<file path="src/rtl/core/msft_pkg.sv">
// Shared types and codes for the maximal set facet table.
package msft_pkg;

	// Fixed field widths
	localparam int MASK_W  = 32;
	localparam int PC_W    = 6;
	localparam int FIELD_W = 7;

	localparam logic [PC_W-1:0] PC_RESET = 6'd32;

	// Result status codes
	localparam logic [1:0] STAT_STORED   = 2'd0;
	localparam logic [1:0] STAT_ABSORBED = 2'd1;
	localparam logic [1:0] STAT_RANGE    = 2'd2;
	localparam logic [1:0] STAT_FULL     = 2'd3;

	// Sweep kinds carried by the scan token
	localparam logic PASS_ABS = 1'b0;
	localparam logic PASS_INS = 1'b1;

	// Scan token handed from cell to cell
	typedef struct packed {
		logic vld;
		logic pass;
		logic flag;	// absorbed (absorb sweep) or placed (insert sweep)
	} tok_t;

endpackage

</file>
<file path="src/rtl/core/msft_cell.sv">
// One table slot: a stored facet, its valid bit and one stage of the scan token.
module msft_cell #(
	parameter int CW = 7
) (
	input  logic                    clk,
	input  logic                    arst_n,
	input  logic [31:0]             item_mask,
	input  msft_pkg::tok_t          tok_in,
	input  logic [CW-1:0]           cnt_in,
	output msft_pkg::tok_t          tok_out,
	output logic [CW-1:0]           cnt_out
);
	import msft_pkg::*;

	logic [MASK_W-1:0] mask_q;
	logic              valid_q;
	tok_t              tok_q;
	logic [CW-1:0]     cnt_q;

	logic              hit_abs;
	logic              hit_sub;
	logic              valid_nxt;
	logic              write_en;
	tok_t              tok_nxt;
	logic [CW-1:0]     cnt_nxt;

	// Compare the offered set against this slot both ways
	assign hit_abs = valid_q && ((item_mask & ~mask_q) == '0);
	assign hit_sub = valid_q && ((mask_q & ~item_mask) == '0);

	// Update the token and the slot as the token passes
	always_comb begin
		tok_nxt   = tok_in;
		cnt_nxt   = cnt_in;
		valid_nxt = valid_q;
		write_en  = 1'b0;
		if (tok_in.vld && tok_in.pass == PASS_ABS) begin
			tok_nxt.flag = tok_in.flag | hit_abs;
		end
		if (tok_in.vld && tok_in.pass == PASS_INS) begin
			// drop a facet that the new set contains
			if (hit_sub) begin
				valid_nxt = 1'b0;
				cnt_nxt   = cnt_in + CW'(1);
			end
			// take the set into the lowest free slot
			if ((!valid_q || hit_sub) && !tok_in.flag) begin
				valid_nxt    = 1'b1;
				write_en     = 1'b1;
				tok_nxt.flag = 1'b1;
			end
		end
	end

	// Hold control state
	always_ff @(posedge clk or negedge arst_n) begin
		if (!arst_n) begin
			valid_q <= 1'b0;
			tok_q   <= '0;
		end else begin
			valid_q <= valid_nxt;
			tok_q   <= tok_nxt;
		end
	end

	// Hold payload
	always_ff @(posedge clk) begin
		if (write_en) begin
			mask_q <= item_mask;
		end
		cnt_q <= cnt_nxt;
	end

	assign tok_out = tok_q;
	assign cnt_out = cnt_q;

endmodule

</file>
<file path="src/rtl/core/maximal_set_facet_table_top.sv">
// Top level of the maximal set facet table: control, range check and the cell chain.
//
// Input beats on s_* carry one point set each; output beats on m_* carry one
// result per set: status in m_tuser, removed and held facet counts in m_tdata.
// cfg_* writes point_count; write only while no set is in flight.
//
// Each slot is one cell of a chain. A scan token walks the chain one cell a
// cycle: the first sweep looks for a stored facet that contains the set, the
// second drops the facets that the set contains, counts them and stores the
// set in the lowest free slot. An absorbed set skips the second sweep and a set
// with a point out of range skips both. s_tready returns high at the edge that
// loads the result, and one set is in work at a time.
// The result waits in an output register while the next set is accepted;
// a stalled receiver holds a finished set only until the register frees.
// Reset empties the table at once and sets point_count to 32.
module maximal_set_facet_table_top #(
	parameter int MAX_POINTS = 32,
	parameter int MAX_FACETS = 64
) (
	input  logic        clk,
	input  logic        arst_n,
	input  logic        s_tvalid,
	output logic        s_tready,
	input  logic [31:0] s_tdata,	// [31:0] point_mask
	output logic        m_tvalid,
	input  logic        m_tready,
	output logic [15:0] m_tdata,	// [6:0] removed_count, [13:7] facet_count, [15:14] zero
	output logic [1:0]  m_tuser,	// [1:0] status
	input  logic        cfg_valid,
	output logic        cfg_ready,
	input  logic [5:0]  cfg_data	// point_count
);
	import msft_pkg::*;

	localparam int CW      = $clog2(MAX_FACETS + 1);
	localparam int LIM_CAP = (MAX_POINTS < MASK_W) ? MAX_POINTS : MASK_W;

	localparam logic [1:0] S_IDLE = 2'd0;
	localparam logic [1:0] S_ABS  = 2'd1;
	localparam logic [1:0] S_INS  = 2'd2;
	localparam logic [1:0] S_DONE = 2'd3;

	logic [1:0]        state_q;
	logic [PC_W-1:0]   pc_q;
	logic [MASK_W-1:0] mask_q;
	logic [CW-1:0]     count_q;
	tok_t              launch_q;
	logic [1:0]        res_status_q;
	logic [CW-1:0]     res_removed_q;
	logic              m_tvalid_q;
	logic [1:0]        m_status_q;
	logic [FIELD_W-1:0] m_removed_q;
	logic [FIELD_W-1:0] m_facets_q;

	logic [6:0]        lim;
	logic [MASK_W-1:0] allow;
	logic              range_bad;
	logic              in_acc;
	logic              out_load;

	tok_t              tok_w [MAX_FACETS+1];
	logic [CW-1:0]     cnt_w [MAX_FACETS+1];

	// Effective point limit and range check of the offered set
	always_comb begin
		lim = {1'b0, pc_q};
		if (lim > 7'(LIM_CAP)) begin
			lim = 7'(LIM_CAP);
		end
		for (int k = 0; k < MASK_W; k++) begin
			allow[k] = 7'(k) < lim;
		end
	end
	assign range_bad = (s_tdata & ~allow) != '0;

	assign s_tready  = (state_q == S_IDLE);
	assign in_acc    = s_tvalid && s_tready;
	assign out_load  = (state_q == S_DONE) && (!m_tvalid_q || m_tready);
	assign cfg_ready = 1'b1;

	// Chain of slot cells
	assign tok_w[0] = launch_q;
	assign cnt_w[0] = '0;
	for (genvar g = 0; g < MAX_FACETS; g++) begin : g_cell
		msft_cell #(.CW(CW)) u_cell (
			.clk       (clk),
			.arst_n    (arst_n),
			.item_mask (mask_q),
			.tok_in    (tok_w[g]),
			.cnt_in    (cnt_w[g]),
			.tok_out   (tok_w[g+1]),
			.cnt_out   (cnt_w[g+1])
		);
	end

	// Launch a sweep token for one cycle
	always_ff @(posedge clk or negedge arst_n) begin
		if (!arst_n) begin
			launch_q <= '0;
		end else if (in_acc && !range_bad) begin
			launch_q <= '{vld: 1'b1, pass: PASS_ABS, flag: 1'b0};
		end else if (state_q == S_ABS && tok_w[MAX_FACETS].vld
				&& !tok_w[MAX_FACETS].flag) begin
			launch_q <= '{vld: 1'b1, pass: PASS_INS, flag: 1'b0};
		end else begin
			launch_q <= '0;
		end
	end

	// Sequence the sweeps and keep the facet count
	always_ff @(posedge clk or negedge arst_n) begin
		if (!arst_n) begin
			state_q    <= S_IDLE;
			pc_q       <= PC_RESET;
			count_q    <= '0;
			m_tvalid_q <= 1'b0;
		end else begin
			if (cfg_valid && cfg_ready) begin
				pc_q <= cfg_data;
			end
			case (state_q)
				S_IDLE: begin
					if (in_acc) begin
						if (range_bad) begin
							state_q <= S_DONE;
						end else begin
							state_q <= S_ABS;
						end
					end
				end
				S_ABS: begin
					if (tok_w[MAX_FACETS].vld) begin
						if (tok_w[MAX_FACETS].flag) begin
							state_q <= S_DONE;
						end else begin
							state_q <= S_INS;
						end
					end
				end
				S_INS: begin
					if (tok_w[MAX_FACETS].vld) begin
						count_q <= count_q - cnt_w[MAX_FACETS]
							+ CW'(tok_w[MAX_FACETS].flag);
						state_q <= S_DONE;
					end
				end
				S_DONE: begin
					if (out_load) begin
						state_q <= S_IDLE;
					end
				end
				default: begin
					state_q <= S_IDLE;
				end
			endcase
			// advance the output register
			if (out_load) begin
				m_tvalid_q <= 1'b1;
			end else if (m_tready) begin
				m_tvalid_q <= 1'b0;
			end
		end
	end

	// Capture the set and its result fields
	always_ff @(posedge clk) begin
		if (in_acc) begin
			mask_q        <= s_tdata;
			res_status_q  <= STAT_RANGE;
			res_removed_q <= '0;
		end
		if (state_q == S_ABS && tok_w[MAX_FACETS].vld) begin
			res_status_q  <= STAT_ABSORBED;
			res_removed_q <= '0;
		end
		if (state_q == S_INS && tok_w[MAX_FACETS].vld) begin
			res_status_q  <= tok_w[MAX_FACETS].flag ? STAT_STORED : STAT_FULL;
			res_removed_q <= cnt_w[MAX_FACETS];
		end
		if (out_load) begin
			m_status_q  <= res_status_q;
			m_removed_q <= FIELD_W'(res_removed_q);
			m_facets_q  <= FIELD_W'(count_q);
		end
	end

	assign m_tvalid = m_tvalid_q;
	assign m_tuser  = m_status_q;
	assign m_tdata  = {2'b00, m_facets_q, m_removed_q};

endmodule

</file>
<file path="config.mk">
export PLATFORM = sky130hd
export DESIGN_NAME = maximal_set_facet_table_top
export DESIGN_NICKNAME = d
export VERILOG_FILES = /design/src/rtl/core/msft_pkg.sv /design/src/rtl/core/msft_cell.sv /design/src/rtl/core/maximal_set_facet_table_top.sv
export SDC_FILE = /design/constraint.sdc
export NUM_CORES = 2
export LEC_CHECK = 0
export BUFFER_PORTS_ARGS = -buffer_cell sky130_fd_sc_hd__buf_4
export CAP_MARGIN = 30
export CELL_PAD_IN_SITES_DETAIL_PLACEMENT = 0
export CELL_PAD_IN_SITES_GLOBAL_PLACEMENT = 1
export CORE_ASPECT_RATIO = 0.7
export CORE_UTILIZATION = 54
export DETAILED_ROUTE_END_ITERATION = 6
export HOLD_SLACK_MARGIN = 0.08
export MAX_ROUTING_LAYER = met4
export PLACE_DENSITY = 0.87
export SYNTH_ARGS = -nofsm -noshare
export SYNTH_HDL_FRONTEND = slang
export SYNTH_SLANG_ARGS = --single-unit
</file>
<file path="constraint.sdc">
create_clock -name clk -period 6.4 [get_ports clk]
set_clock_uncertainty 0.1 [all_clocks]
set_input_delay 0 -clock clk [delete_from_list [all_inputs] [get_ports clk]]
set_output_delay 0 -clock clk [all_outputs]
set_load 0.005 [all_outputs]
</file>
# Yosys cells after proc, flatten, opt, wreduce, memory -nomap -nowiden
# Cells that the tools add are included.
[totals]
regBits = 2827
inputBits = 43
output_inout_bits = 21
word_cells = 2202
[op_classes]
addsub = 65
n_lt_le_gt_ge = 33
n_eq_ne = 7
mux = 594
bitwise_logic = 323
reduce_logical = 784
[ops]
columns = ["operator", "n"]
rows = [
  ["$and 32x32->32", 129],
  ["$logic_not 32->1", 128],
  ["$not 32->32", 66],
  ["$mux 7", 129],
  ["$mux 1", 452],
  ["$add 7x1->7 const B", 63],
  ["$logic_and 1x1->1", 326],
  ["$logic_not 1->1", 131],
  ["$reduce_and 2->1", 65],
  ["$reduce_bool 2->1", 65],
  ["$lt 5x7->1 const A", 16],
  ["$logic_or 1x1->1", 65],
  ["$not 1->1", 64],
  ["$or 1x1->1", 64],
  ["$lt 4x7->1 const A", 8],
  ["$reduce_bool 32->1", 1],
  ["$lt 3x7->1 const A", 4],
  ["$mux 2", 9],
  ["$lt 1x7->1 const A", 2],
  ["$lt 2x7->1 const A", 2],
  ["$pmux 2 s4", 1],
  ["$add 7x1->7", 1],
  ["$sub 7x7->7", 1],
  ["$gt 6x6->1 const B", 1],
  ["9 further kinds", 13],
]

# Longest topological paths before layout
[logic_depth]
depth_word = 9
depth_mapped = 12
depth_no_buf = 12

# Hierarchy
# From an unflattened synthesis, not the netlist that was laid out.
[unflattened]
hier_cells = 10632
hier_area_um2 = 128603.3
[by_module_without_submodules]
columns = ["module", "instances", "cells_per_inst", "area_each_um2", "seq_area_each_um2"]
rows = [
  ["msft_cell (g_cell[0].u_cell ...)", 62, 162, 1956.9, 1201.2],
  ["maximal_set_facet_table_top", 1, 269, 3410.8, 2163.3],
  ["msft_cell (g_cell[8].u_cell)", 1, 162, 1968.1, 1201.2],
  ["msft_cell (g_cell[9].u_cell)", 1, 157, 1898.1, 1201.2],
]

# Worst setup path after synthesis
# No wires, ideal clock.
[synth_path]
kind = "register to register"
from = "register mask_q[30]"
to = "register g_cell[0].u_cell.mask_q[0], enable pin"
setup_ps = 433
t_arrival_ps = 4458
required_time_ps = 5867
slack_ps = 1408
path_stages_with_launch = 9
path_buffers = 3
synth_period_minus_slack_ps = 4992
cell_sequence = "edfxtp_1 -> inv_1 -> buf_2 -> buf_2 -> buf_2 -> a2111o_1 -> a2111oi_0 -> nand4_1 -> a21oi_1"
[synth_between]
elab_chain_cells = 8
[synth_rtl]
columns = ["item", "line", "rtl"]
rows = [
  ["from (decl)", "maximal_set_facet_table_top.sv:45", "logic [MASK_W-1:0] mask_q;"],
  ["from (signal assigned)", "maximal_set_facet_table_top.sv:168", "mask_q <= s_tdata;"],
  ["$not 32->32", "msft_cell.sv:29", "assign hit_sub = valid_q && ((mask_q & ~item_mask) == '0);"],
  ["$and 32x32->32", "msft_cell.sv:29", ""],
  ["$logic_not 32->1", "msft_cell.sv:29", ""],
  ["$logic_and 1x1->1", "msft_cell.sv:29", ""],
  ["$logic_or 1x1->1", "msft_cell.sv:47", "if ((!valid_q || hit_sub) && !tok_in.flag) begin"],
  ["$logic_and 1x1->1", "msft_cell.sv:47", ""],
  ["$mux 1", "msft_cell.sv:47", ""],
  ["$mux 1", "msft_cell.sv:40", "if (tok_in.vld && tok_in.pass == PASS_INS) begin"],
  ["via g_cell[0].u_cell.write_en", "msft_cell.sv:23", "logic write_en;"],
  ["to (signal assigned)", "msft_cell.sv:69", "mask_q <= item_mask;"],
  ["to (decl)", "msft_cell.sv:15", "logic [MASK_W-1:0] mask_q;"],
]
# The timed path passes the listed nets, and every way through them passes these cells.
# A chain may end at the register's enable or synchronous reset.

# Worst setup path after layout
[layout_path]
from = "register mask_q[13]"
to = "register g_cell[24].u_cell.mask_q[15], enable pin"
[layout_between]
elab_chain_cells = 8
[layout_rtl]
columns = ["item", "line"]
rows = [
  ["$not 32->32", "msft_cell.sv:29"],
  ["$and 32x32->32", "msft_cell.sv:29"],
  ["$logic_not 32->1", "msft_cell.sv:29"],
  ["$logic_and 1x1->1", "msft_cell.sv:29"],
  ["$logic_or 1x1->1", "msft_cell.sv:47"],
  ["$logic_and 1x1->1", "msft_cell.sv:47"],
  ["$mux 1", "msft_cell.sv:47"],
  ["$mux 1", "msft_cell.sv:40"],
  ["via g_cell[24].u_cell.write_en", "msft_cell.sv:23"],
  ["to (signal assigned)", "msft_cell.sv:69"],
  ["to (decl)", "msft_cell.sv:15"],
]
# The timed path passes the listed nets, and every way through them passes these cells.

==> flow_metrics.tcl <==
set metrics [dict create \
    syn_area_um2 115000 \
    clockPowerShare 0.371 \
    grt_usage 0.394 \
    yosysTopAreaCellShare 0.548 \
    grt_overflow_total 0 \
    multi_input_area_um2 34600 \
    yosysTopAreaCell "edfxtp_1" \
    switching_share 0.290 \
    yosys-top-cells-area "edfxtp_1 55%, dfxtp_1 7.4%, dfrtp_1 5.9%" \
    clock-root-buffer "clkbuf_16" \
    synthTopCellsByCount "2,105 x edfxtp_1, 985 x o22ai_1, 679 x nor2b_1" \
    maxSlewHeadroom 0.218 \
    total_power_uw 43100 \
    synth_edf_count 2105 \
    drcViolationCount 3 \
    die_w_um 554 \
    io_pins 64 \
    ant_nets 0 \
    critPathRequiredTime_ps 6790 \
    ir_drop_uv 327 \
    yosysWarnings 0 \
    io_buffers 60 \
    syn_avg_cell_area_um2 14.1 \
    fin_ws_ps 1910 \
    fmax_mhz 223 \
    num_rows 141 \
    cap_violations 0 \
    critical_path_class "reg2reg" \
    async_reset_ff_frac 0.0973 \
    die_y_um 389 \
    wire_per_inst_um 36.5 \
    cts_max_path_buffers 4 \
    drt_iter0_drc 17500 \
    synth-seq-cells 2805 \
    failed_checks "design-rule violations" \
    routed_wl_mm 421 \
    path_max_fanout 46 \
    seqPwrFrac 0.470 \
    comb_power_share 0.158 \
    fill_cells 15500 \
    p_sw_uw 12500 \
    ys_seq_area_frac 0.681 \
    synth.most_common_cell "edfxtp_1" \
    leakage_uw 0.0446 \
    clk_transition_reported_paths_ps 60 \
    power.density_nw_per_um2 331 \
    design_area_um2 130000 \
    drtPass1Iterations 7 \
    synth_flop_cell "edfxtp_1" \
    cts_buffers 268 \
    final_util 0.616 \
    status "finished, violations left" \
    timing.final.crit_period_ps 4490 \
    tightestPinTransition_ps 1170 \
    dieArea_um2 216000 \
    gp_congestion 0.984 \
    ctsResizeCount 0 \
    synth_cell_types 78 \
    syn_inst 8183 \
    hold_class "in2reg" \
    area.sequential_um2 78600 \
    period_share 0.701 \
    p_int_uw 30600 \
    viasPerCell 7.41 \
    dpl_cell_area_um2 121000 \
    coreArea_um2 212000 \
    hold_viol_final 0 \
    syn_to_final_growth_pct 13.0 \
    antenna_found_initial 41 \
    cts_tree "done" \
    worstPathArrival_ps 4880 \
    rsz0062_at_grt "no" \
    setup_viol 0 \
    place_ws_ps 2150 \
    grt_pass1_wl_mm 590 \
    grt_max_degree 119 \
    drive_above_1_share 0.118 \
    clock-sinks 2805 \
    nNetsFinal 8604 \
    htreeDepth 5 \
    end_kind "flop" \
    timing.setup.tns_ps 0 \
    dpl.hpwl_mm 245 \
    drv_slew 0 \
    grt_pass1_vias 80400 \
    clk_latency_ps 870 \
    start_kind "flop" \
    num_vias 85500 \
    start_util 0.545 \
]
[power groups by stage]
stage	sequential, uW	combinational (uW)	clock, uW
final	20300	6830	16000
after global routing	20300	6610	16700
after CTS	20300	6310	16000
after detailed placement	20700	6230	0
after global placement	20600	6210	0
after floorplan	20900	2490	0
[through the flow]
stage | instances | hold slack, ps
after floorplan | 8184 | -396
after global placement | 10900 | -89.2
after detailed placement | 10900 | -76.3
after CTS | 11500 | 92.7
after global routing | 11500 | 157
final | 11500 | 145
[placed cells by master (no fill, tap or decap), types with 215 or more instances in the layout]
master / synthesis / final
clkbuf_16: 0 / 280
a2111oi_0: 215 / 215
a22oi_1: 312 / 312
nor2b_1: 679 / 676
and2b_1: 252 / 252
nand2_1: 234 / 234
dfrtp_1: 272 / 272
xnor2_1: 295 / 295
nand4_1: 326 / 326
edfxtp_1: 2105 / 2105
buf_4: 21 / 315
dfxtp_1: 427 / 427
o22ai_1: 985 / 985
[final timing paths]
path                                                 to                          from  depth (start not counted)  slack, ps
max                        g_cell[24].u_cell.mask_q[15]                    mask_q[13]                          9       1910
min                                          state_q[1]                      s_tvalid                          5        140
max reg2reg                g_cell[24].u_cell.mask_q[15]                    mask_q[13]                          9       1910
min reg2reg                g_cell[25].u_cell.cnt_out[6]  g_cell[24].u_cell.cnt_out[6]                          1        300
min in group asynchronous  g_cell[44].u_cell.tok_out[0]                        arst_n                          4        330
max in group asynchronous  g_cell[20].u_cell.tok_out[2]                        arst_n                          4       4960
[repair_timing]
item / CTS / global route
buffers inserted: 0 / 0
hold endpoints to repair: 363 / 0
endpoints found under the setup margin: 0 / 0
hold buffers: 95 / 0
[final cells by class]
cell class / count / area share
diodes: 57 / 0.00109
clock inverters: 113 / 0.00846
well taps: 2788 / 0.0268
multi-input cells: 4865 / 0.265
flip-flops and latches: 2805 / 0.603
clock buffers: 368 / 0.0580
inverters: 74 / 0.00336
repair buffers: 468 / 0.0343
[registers in the layout, indices dropped and copies added, names as in the netlist, 6 cells and up]
name and cells:
mask_q 32, g_cell.u_cell.cnt_out 427, m_facets_q 7, g_cell.u_cell.valid_q 64, m_removed_q 7, g_cell.u_cell.mask_q 2048
res_removed_q 7, g_cell.u_cell.tok_out 191, pc_q 6, count_q 7
[cell families after synthesis]
kind of cell	synth area share
AOI/OAI and AO/OA	0.128
and+or+nand+nor	0.127
buffers and inverters	0.0202
DFF	0.681
adders and majority gates	0.00881
xor gates and xnor gates	0.0276
other	0.0000651
muxes	0.00720
[per-layer routing]
metal	track usage	wire length [um]
met1	0.535	150000
met4	0.179	23900
met3	0.138	77900
met2	0.530	169000
met5	-	0
[critical path, stage by stage, from the launching register on]
cell      delay [ps]
edfxtp_1         720
buf_4            470
inv_6            400
buf_4            430
a22o_1           270
a2111o_1         340
o31ai_1          340
nand3_1          160
nor2_2           380
buf_4            410
Power figures use the tool's default switching activity.
